`src/design/gb18030_sequence_segmenter_indexer_top_macros.svh`:
```
// ----------------------------------------------------------------------------
// GB18030 segmenter assertion macros
// Shared concurrent assertion forms, clocked on clk_i and idle during reset.
// ----------------------------------------------------------------------------
`ifndef GB18030_SEQUENCE_SEGMENTER_INDEXER_TOP_MACROS_SVH
`define GB18030_SEQUENCE_SEGMENTER_INDEXER_TOP_MACROS_SVH

// Same-cycle implication.
`define GBSI_ASSERT_NOW(lbl, ante, cons, msg) \
  lbl: assert property (@(posedge clk_i) disable iff (!rst_ni) (ante) |-> (cons)) \
    else $error(msg);

// Next-cycle implication.
`define GBSI_ASSERT_NEXT(lbl, ante, cons, msg) \
  lbl: assert property (@(posedge clk_i) disable iff (!rst_ni) (ante) |=> (cons)) \
    else $error(msg);

`endif

```
`src/design/gbsi_pkg.sv`:
```
// ----------------------------------------------------------------------------
// GB18030 segmenter package
// Types and fixed constants shared by the segmenter modules.
// ----------------------------------------------------------------------------
package gbsi_pkg;

  typedef enum logic [1:0] {
    PH_IDLE   = 2'd0,
    PH_LEAD   = 2'd1,
    PH_SECOND = 2'd2,
    PH_THIRD  = 2'd3
  } phase_e;

  typedef enum logic [1:0] {
    KIND_SINGLE = 2'd0,
    KIND_TWO    = 2'd1,
    KIND_BMP    = 2'd2,
    KIND_SUPP   = 2'd3
  } kind_e;

  localparam logic [7:0]  LeadLo     = 8'h81;
  localparam logic [7:0]  LeadHi     = 8'hFE;
  localparam logic [7:0]  DigLo      = 8'h30;
  localparam logic [7:0]  DigHi      = 8'h39;
  localparam logic [7:0]  TrailBase  = 8'h40;
  localparam logic [14:0] TwoByteRow = 15'd190;
  localparam logic [14:0] MulSecond  = 15'd1260;
  localparam logic [20:0] MulFirst   = 21'd12600;
  localparam logic [20:0] SuppBase   = 21'h10000;
  localparam logic [6:0]  SuppLead   = 7'h10;
  localparam logic [10:0] MulThird   = 11'd10;

  // Decoder verdict for the byte in the input register.
  typedef struct packed {
    logic        emit;
    phase_e      phase_nxt;
    kind_e       kind;
    logic [20:0] value;
  } dec_t;

endpackage

```
`src/design/gbsi_if.sv`:
```
// ----------------------------------------------------------------------------
// GB18030 segmenter channels
// Valid/ready channels for the byte input and the sequence result.
// ----------------------------------------------------------------------------
interface gbsi_byte_if;
  logic       valid;
  logic       ready;
  logic [7:0] in_byte;

  modport source (output valid, output in_byte, input ready);
  modport sink   (input valid, input in_byte, output ready);
endinterface

interface gbsi_seq_if;
  logic        valid;
  logic        ready;
  logic [1:0]  seq_kind;
  logic [20:0] seq_value;

  modport source (output valid, output seq_kind, output seq_value, input ready);
  modport sink   (input valid, input seq_kind, input seq_value, output ready);
endinterface

```
`src/design/gb18030_sequence_segmenter_indexer_top.sv`:
```
// Path: a completing byte passes through the input register and then the result register.
// Throughput: one byte per cycle, set by the single decode step between the
// input register and the result register; a stalled result halts only bytes
// that would complete a sequence.
// Reset: asynchronous and active low; clears the phase, saved bytes and valids.
// ----------------------------------------------------------------------------
// GB18030 sequence segmenter and indexer
// Splits a GB18030 byte stream into sequences and emits a kind and a value.
// ----------------------------------------------------------------------------
`include "gb18030_sequence_segmenter_indexer_top_macros.svh"

module gb18030_sequence_segmenter_indexer_top (
  input  logic        clk_i,
  input  logic        rst_ni,
  gbsi_byte_if.sink   in_i,
  gbsi_seq_if.source  out_o
);

  logic             s1_vld;
  logic [7:0]       s1_byte;
  logic             adv;
  logic             out_free;
  gbsi_pkg::dec_t   dec;

  gbsi_pkg::phase_e phase_q;
  logic [7:0]       first_q;
  logic [7:0]       second_q;
  logic [7:0]       third_q;
  logic             out_vld_q;
  gbsi_pkg::kind_e  out_kind_q;
  logic [20:0]      out_value_q;

  gbsi_in_stage u_in_stage (
    .clk_i  (clk_i),
    .rst_ni (rst_ni),
    .in_i   (in_i),
    .adv_i  (adv),
    .vld_o  (s1_vld),
    .byte_o (s1_byte)
  );

  gbsi_decode u_decode (
    .phase_i  (phase_q),
    .first_i  (first_q),
    .second_i (second_q),
    .third_i  (third_q),
    .byte_i   (s1_byte),
    .dec_o    (dec)
  );

  assign out_free = !out_vld_q || out_o.ready;
  // Bytes that only extend a sequence never wait on the result register.
  assign adv      = s1_vld && (!dec.emit || out_free);

  always_ff @(posedge clk_i or negedge rst_ni) begin
    if (!rst_ni) begin
      phase_q   <= gbsi_pkg::PH_IDLE;
      first_q   <= 8'd0;
      second_q  <= 8'd0;
      third_q   <= 8'd0;
      out_vld_q <= 1'b0;
    end else begin
      if (adv) begin
        phase_q <= dec.phase_nxt;
        if (!dec.emit) begin
          unique case (phase_q)
            gbsi_pkg::PH_IDLE:   first_q  <= s1_byte;
            gbsi_pkg::PH_LEAD:   second_q <= s1_byte;
            gbsi_pkg::PH_SECOND: third_q  <= s1_byte;
            default:             third_q  <= third_q;
          endcase
        end
      end
      if (adv && dec.emit) begin
        out_vld_q <= 1'b1;
      end else if (out_o.ready) begin
        out_vld_q <= 1'b0;
      end
    end
  end

  always_ff @(posedge clk_i) begin
    if (adv && dec.emit) begin
      out_kind_q  <= dec.kind;
      out_value_q <= dec.value;
    end
  end

  assign out_o.valid     = out_vld_q;
  assign out_o.seq_kind  = out_kind_q;
  assign out_o.seq_value = out_value_q;

  `GBSI_ASSERT_NOW(a_emit_closes, adv && dec.emit, dec.phase_nxt == gbsi_pkg::PH_IDLE, "result emitted with a sequence still open")
  `GBSI_ASSERT_NEXT(a_third_then_close, adv && phase_q == gbsi_pkg::PH_THIRD, phase_q == gbsi_pkg::PH_IDLE && out_vld_q, "fourth byte did not close the sequence")
  `GBSI_ASSERT_NEXT(a_single_range, adv && dec.emit && dec.kind == gbsi_pkg::KIND_SINGLE, out_value_q < 21'd128, "single-byte value exceeds seven bits")
  `GBSI_ASSERT_NEXT(a_supp_range, adv && dec.emit && dec.kind == gbsi_pkg::KIND_SUPP, out_value_q >= gbsi_pkg::SuppBase, "supplementary value below the base")

endmodule

```
`src/design/gbsi_in_stage.sv`:
```
// ----------------------------------------------------------------------------
// GB18030 segmenter input register
// Captures one byte per transaction and holds it until the core consumes it.
// ----------------------------------------------------------------------------
module gbsi_in_stage (
  input  logic       clk_i,
  input  logic       rst_ni,
  gbsi_byte_if.sink  in_i,
  input  logic       adv_i,
  output logic       vld_o,
  output logic [7:0] byte_o
);

  logic       vld_q;
  logic [7:0] byte_q;

  // A new byte may enter whenever the held one leaves in the same cycle.
  assign in_i.ready = !vld_q || adv_i;

  always_ff @(posedge clk_i or negedge rst_ni) begin
    if (!rst_ni) begin
      vld_q <= 1'b0;
    end else if (in_i.ready) begin
      vld_q <= in_i.valid;
    end
  end

  always_ff @(posedge clk_i) begin
    if (in_i.valid && in_i.ready) begin
      byte_q <= in_i.in_byte;
    end
  end

  assign vld_o  = vld_q;
  assign byte_o = byte_q;

endmodule

```
`src/design/gbsi_decode.sv`:
```
// ----------------------------------------------------------------------------
// GB18030 segmenter decoder
// Classifies the current byte against the open sequence and forms the result.
// ----------------------------------------------------------------------------
module gbsi_decode (
  input  gbsi_pkg::phase_e phase_i,
  input  logic [7:0]       first_i,
  input  logic [7:0]       second_i,
  input  logic [7:0]       third_i,
  input  logic [7:0]       byte_i,
  output gbsi_pkg::dec_t   dec_o
);

  logic        is_lead;
  logic        is_digit;
  logic [6:0]  row;
  logic [7:0]  col;
  logic [14:0] idx2;
  logic [6:0]  f7;
  logic [6:0]  t7;
  logic [10:0] lo11;
  logic [14:0] lo15;
  logic        supp;
  logic [20:0] hi;
  logic [20:0] val4;

  assign is_lead  = (byte_i >= gbsi_pkg::LeadLo) && (byte_i <= gbsi_pkg::LeadHi);
  assign is_digit = (byte_i >= gbsi_pkg::DigLo) && (byte_i <= gbsi_pkg::DigHi);

  // Two-byte index: the trail byte skips 0x7F, so bytes above it move down one.
  assign row  = first_i[6:0] - 7'd1;
  assign col  = byte_i - {7'd0, byte_i[7]} - gbsi_pkg::TrailBase;
  assign idx2 = 15'(row) * gbsi_pkg::TwoByteRow + 15'(col);

  // Four-byte value, built from the mixed-radix digits of the sequence.
  assign f7   = first_i[6:0];
  assign t7   = third_i[6:0] - 7'd1;
  assign lo11 = 11'(t7) * gbsi_pkg::MulThird + 11'(byte_i[3:0]);
  assign lo15 = 15'(second_i[3:0]) * gbsi_pkg::MulSecond + 15'(lo11);
  assign supp = (f7 >= gbsi_pkg::SuppLead);
  assign hi   = supp ? (21'(f7 - gbsi_pkg::SuppLead) * gbsi_pkg::MulFirst + gbsi_pkg::SuppBase)
                     : (21'(f7 - 7'd1) * gbsi_pkg::MulFirst);
  assign val4 = hi + 21'(lo15);

  always_comb begin
    dec_o.emit      = 1'b0;
    dec_o.phase_nxt = gbsi_pkg::PH_IDLE;
    dec_o.kind      = gbsi_pkg::KIND_SINGLE;
    dec_o.value     = 21'(byte_i[6:0]);
    unique case (phase_i)
      gbsi_pkg::PH_IDLE: begin
        if (is_lead) begin
          dec_o.phase_nxt = gbsi_pkg::PH_LEAD;
        end else begin
          dec_o.emit = 1'b1;
        end
      end
      gbsi_pkg::PH_LEAD: begin
        if (is_digit) begin
          dec_o.phase_nxt = gbsi_pkg::PH_SECOND;
        end else begin
          dec_o.emit  = 1'b1;
          dec_o.kind  = gbsi_pkg::KIND_TWO;
          dec_o.value = 21'(idx2);
        end
      end
      gbsi_pkg::PH_SECOND: begin
        dec_o.phase_nxt = gbsi_pkg::PH_THIRD;
      end
      gbsi_pkg::PH_THIRD: begin
        dec_o.emit  = 1'b1;
        dec_o.kind  = supp ? gbsi_pkg::KIND_SUPP : gbsi_pkg::KIND_BMP;
        dec_o.value = val4;
      end
      default: begin
        dec_o.phase_nxt = gbsi_pkg::PH_IDLE;
      end
    endcase
  end

endmodule

```
`src/flat_wrapper.sv`:
```
// flat-port wrapper written by rule: the top's interface ports become plain ports
module gb18030_sequence_segmenter_indexer_top_flat 
  (clk_i, rst_ni, in_i_valid, in_i_in_byte, in_i_ready, out_o_valid, out_o_seq_kind, out_o_seq_value, out_o_ready);
  gbsi_byte_if in_i_i ();
  gbsi_seq_if out_o_i ();
  input  logic clk_i;
  input  logic rst_ni;
  input wire logic [$bits(in_i_i.valid)-1:0] in_i_valid;
  input wire logic [$bits(in_i_i.in_byte)-1:0] in_i_in_byte;
  output wire logic [$bits(in_i_i.ready)-1:0] in_i_ready;
  output wire logic [$bits(out_o_i.valid)-1:0] out_o_valid;
  output wire logic [$bits(out_o_i.seq_kind)-1:0] out_o_seq_kind;
  output wire logic [$bits(out_o_i.seq_value)-1:0] out_o_seq_value;
  input wire logic [$bits(out_o_i.ready)-1:0] out_o_ready;
  assign in_i_i.valid = in_i_valid;
  assign in_i_i.in_byte = in_i_in_byte;
  assign in_i_ready = in_i_i.ready;
  assign out_o_valid = out_o_i.valid;
  assign out_o_seq_kind = out_o_i.seq_kind;
  assign out_o_seq_value = out_o_i.seq_value;
  assign out_o_i.ready = out_o_ready;
  gb18030_sequence_segmenter_indexer_top u_core (.clk_i(clk_i), .rst_ni(rst_ni), .in_i(in_i_i), .out_o(out_o_i));
endmodule
```
`config.mk`:
```
export PLATFORM = sky130hd
export DESIGN_NAME = gb18030_sequence_segmenter_indexer_top_flat
export DESIGN_NICKNAME = d
export VERILOG_FILES = /design/src/design/gbsi_pkg.sv /design/src/design/gbsi_if.sv /design/src/design/gb18030_sequence_segmenter_indexer_top.sv /design/src/design/gbsi_in_stage.sv /design/src/design/gbsi_decode.sv /design/src/flat_wrapper.sv
export VERILOG_INCLUDE_DIRS = /design/src /design/src/design
export SDC_FILE = /design/constraint.sdc
export NUM_CORES = 1
export LEC_CHECK = 0
export CORE_ASPECT_RATIO = 1.1
export CORE_MARGIN = 2
export CORE_UTILIZATION = 43
export DETAILED_ROUTE_END_ITERATION = 16
export DONT_BUFFER_PORTS = 1
export GPL_TIMING_DRIVEN = 0
export SLEW_MARGIN = 20
export SYNTH_ARGS = -nofsm -noshare
export SYNTH_HDL_FRONTEND = slang
export SYNTH_SLANG_ARGS = --single-unit
```
`constraint.sdc`:
```
create_clock -name clk_i -period 6.9 [get_ports clk_i]
set_input_delay 1.38 -clock clk_i [delete_from_list [all_inputs] [get_ports clk_i]]
set_output_delay 1.38 -clock clk_i [all_outputs]
set_load 0.005 [all_outputs]
```
==> metrics <==
Syn-to-layout area delta=6.745%; Starting Density=between 40 and 50%; Seq/Total Area, Yosys=roughly 14%; Buffers on Ports=0; via count=a little over 8000; worst min-delay path category=flop to flop; total CTS buffers=5; FMAX=0.1536 GHz; Setup crit start kind=flop; kind of critical path=flop to flop; Most common cell on crit path=ha_1; cells after synthesis=1227; crit path max-delay cell type=dfrtp_1; delay-heaviest family, CP=adder cells; clock skew=roughly 0.016 ns; total track usage=a little under a fifth; multi-input logic area=roughly 8400 um^2; WL/cell=approximately 16 um; clock sinks=53; ant diodes=0; Avg Inst Size Synth=8.723 um^2; Clock Latency Late Sink=just over 0.3 ns; Synth Flop Type=edfxtp_1; CTS root buf=clkbuf_16; Max-Cap Viols=0; fin cells=around 1600; Rows=60; Ports=37; total wire length=~24000 um; RSZ-0062 raised after global routing=false; Cell Area, Synth=between 10000 and 15000 um^2; H-tree depth=2; 1st-iter DRT viols=approximately 340; hold slack=approximately 0.52 ns; hpwl dp=between 20000 and 25000 um; Seq cells post-synth=53; GR Overflow Total=0; final setup vio count=0; Core Region=24470 um^2; First-pass DRT Iterations=5; Die Height=between 150 and 200 um; FILL cells=roughly 2400; Clock transition at path regs=~0.08 ns; die footprint=roughly 26000 um^2; Worst Tran Pin Value=between 0.8 and 0.9 ns; initial antenna violation count=0; Bufs and invs on worst path=4; CP Max Fanout=7; Bufs on Longest Clock Path=2; largest net degree at the start of global routing=23; synth unique cells=87; vias in the first global route=approximately 8300; CTS tree=done; first-pass GRT wire length=roughly 40000 um; fin. max-slew vios=0; Storage cell area=1484 um^2; status=finished clean; syn nets=1518; DR vias/cell=between 5 and 6; routability congestion estimate=just under 0.9; worst path arrival time=between 6 and 7 ns; Rel. slew slack=between 40% and 50%; number of synthesized flops with an enable pin=31; CP Capture Type=flop; # nets final=1531; Post-Place Cells=approximately 1500; DRT antenna net count=0; fin crit share=between 90 and 100%; DIE WIDTH=roughly 150 um; DRC Markers=0; asr flop ratio synth=41.51%; required time of the critical path=7.04 ns; CP peak stage delay=0.55 ns; CTS Hold Bufs=0; Hold Vio Cnt, Final=0; Synth Warn #=0; post-layout util=46.68%; layout cells sized above 1=5.399%; Final min period=~6.5 ns
## worst register-to-register path: cells and delay by family (launching register included)
kind	cells	cell delay, ns
AO/OA/AOI/OAI	8	1.40
XOR/XNOR	1	0.08
buffers and inverters	4	0.39
adder cells (fa/ha/maj)	7	2.99
flip-flops	1	0.55
AND/OR/NAND/NOR	5	0.92
## cells by family (layout without fill, tap and decap cells)
logic type      Yosys count  count (layout)  synth area share (%)
compound gates          273             273                 17.17
xor+xnor                117             117                 9.843
fa+ha+maj               280             280                 38.11
buf+inv                 243             257                 8.534
flops                    53              53                 13.84
mux                       6               6                0.6312
simple gates            255             255                 11.87
## cell usage in the layout (no fill, tap or decap), drive strengths merged, types with 7 or more instances in the layout
master	netlist	final
o21bai	12	12
nand3	21	21
a211oi	12	12
o22ai	16	16
nor2	61	61
a21o	29	29
clkbuf	12	18
nand2	71	71
o21ai	67	67
or2	7	7
dfrtp	22	22
and3	10	10
xor2	32	32
nor3	26	26
fa	77	77
ha	202	202
xnor2	83	83
or3	8	8
nand4	9	9
buf	2	8
a21oi	66	66
edfxtp	31	31
nand2b	12	12
inv	227	227
o21a	16	16
## cell type report
cell class / count / share of cell area [%]
clock inverters: 2 / 0.1205
multi-input cells: 931 / 73.76
well taps: 310 / 3.395
clock buffers: 6 / 1.128
repair buffers: 6 / 0.5695
flip-flops and latches: 53 / 12.99
inverters: 229 / 7.568
plain buffers: 14 / 0.4709
## worst paths after layout
check,start,to,slack [ns],cells after the start
min in group asynchronous,rst_ni,u_core.out_o.valid$_DFFE_PN0P_,0.76,0
max,u_core.first_q[4]$_DFFE_PN0P_,u_core.out_o.seq_value[20]$_DFFE_PP_,0.39,25
max in group asynchronous,rst_ni,u_core.second_q[3]$_DFFE_PN0P_,6.05,0
min reg2reg,u_core.third_q[0]$_DFFE_PN0P_,u_core.third_q[0]$_DFFE_PN0P_,0.52,2
max reg2reg,u_core.first_q[4]$_DFFE_PN0P_,u_core.out_o.seq_value[20]$_DFFE_PP_,0.39,25
min,u_core.third_q[0]$_DFFE_PN0P_,u_core.third_q[0]$_DFFE_PN0P_,0.52,2
## synthesized netlist by cell type (4+ instances only)
| cell | n | area, um^2 |
|---|---|---|
| inv_1 | 225 | 844.6 |
| ha_1 | 202 | 2527 |
| or3_1 | 8 | 50.05 |
| edfxtp_1 | 31 | 930.9 |
| and3_1 | 10 | 62.56 |
| o21a_1 | 15 | 112.6 |
| nand4_1 | 9 | 56.30 |
| and2_1 | 5 | 31.28 |
| nand2_1 | 71 | 266.5 |
| o21ai_0 | 65 | 325.3 |
| o211ai_1 | 4 | 30.03 |
| nand3_1 | 19 | 95.09 |
| nand2b_1 | 12 | 75.07 |
| nor3_1 | 25 | 125.1 |
| xor2_1 | 32 | 280.3 |
| a211oi_1 | 11 | 82.58 |
| nor2b_1 | 5 | 31.28 |
| and3b_1 | 4 | 35.03 |
| o21bai_1 | 12 | 90.09 |
| dfrtp_1 | 22 | 550.5 |
| fa_1 | 77 | 1541 |
| xnor2_1 | 83 | 727.0 |
| clkbuf_1 | 12 | 45.04 |
| o22ai_1 | 15 | 93.84 |
| a21oi_1 | 65 | 325.3 |
| nor2_1 | 61 | 229.0 |
| a31oi_1 | 6 | 37.54 |
| or2_2 | 7 | 43.79 |
| a21o_1 | 29 | 217.7 |
## stage by stage
| stage | area [um^2] | setup TNS, ns | worst slack [ns] |
|---|---|---|---|
| 6_report | 11420 | 0 | 0.3898 |
| 4_1_cts | 11360 | 0 | 0.01633 |
| 3_3_place_gp | 11090 | -4.445 | -0.6687 |
| 2_1_floorplan | 10700 | 0 | 0.6347 |
| 5_1_grt | 11420 | 0 | 0.04237 |
| 3_5_place_dp | 11130 | -5.047 | -0.7279 |
## state kept, by name, summed over array words and instances (netlist names)
name / cells
u_core.out_o.seq_value: 21
u_core.u_in_stage.byte_o: 8
u_core.first_q: 7
u_core.second_q: 4
u_core.phase_q: 2
u_core.third_q: 7
u_core.out_o.valid: 1
u_core.out_o.seq_kind: 2
u_core.u_in_stage.vld_o: 1
## per-layer routing
| metal | vias up | wire, um | track usage, % |
|---|---|---|---|
| met5 | - | 0 | 0 |
| met4 | 0 | 522 | 4.428 |
| met3 | 26 | 596 | 1.992 |
| met2 | 99 | 11630 | 33.89 |
| met1 | 3905 | 11400 | 25.04 |
| li1 | 4208 | - | - |
## timing repair
item,4_1_cts,5_1_grt
setup endpoints to repair,11,9
gates resized for setup,11,10
setup buffers,1,4
pin swaps,0,2
cloned,0,0
Power is left out: the tool's default activity adds up to more than one toggle a clock period on the data nets, which glitch-free logic cannot reach.
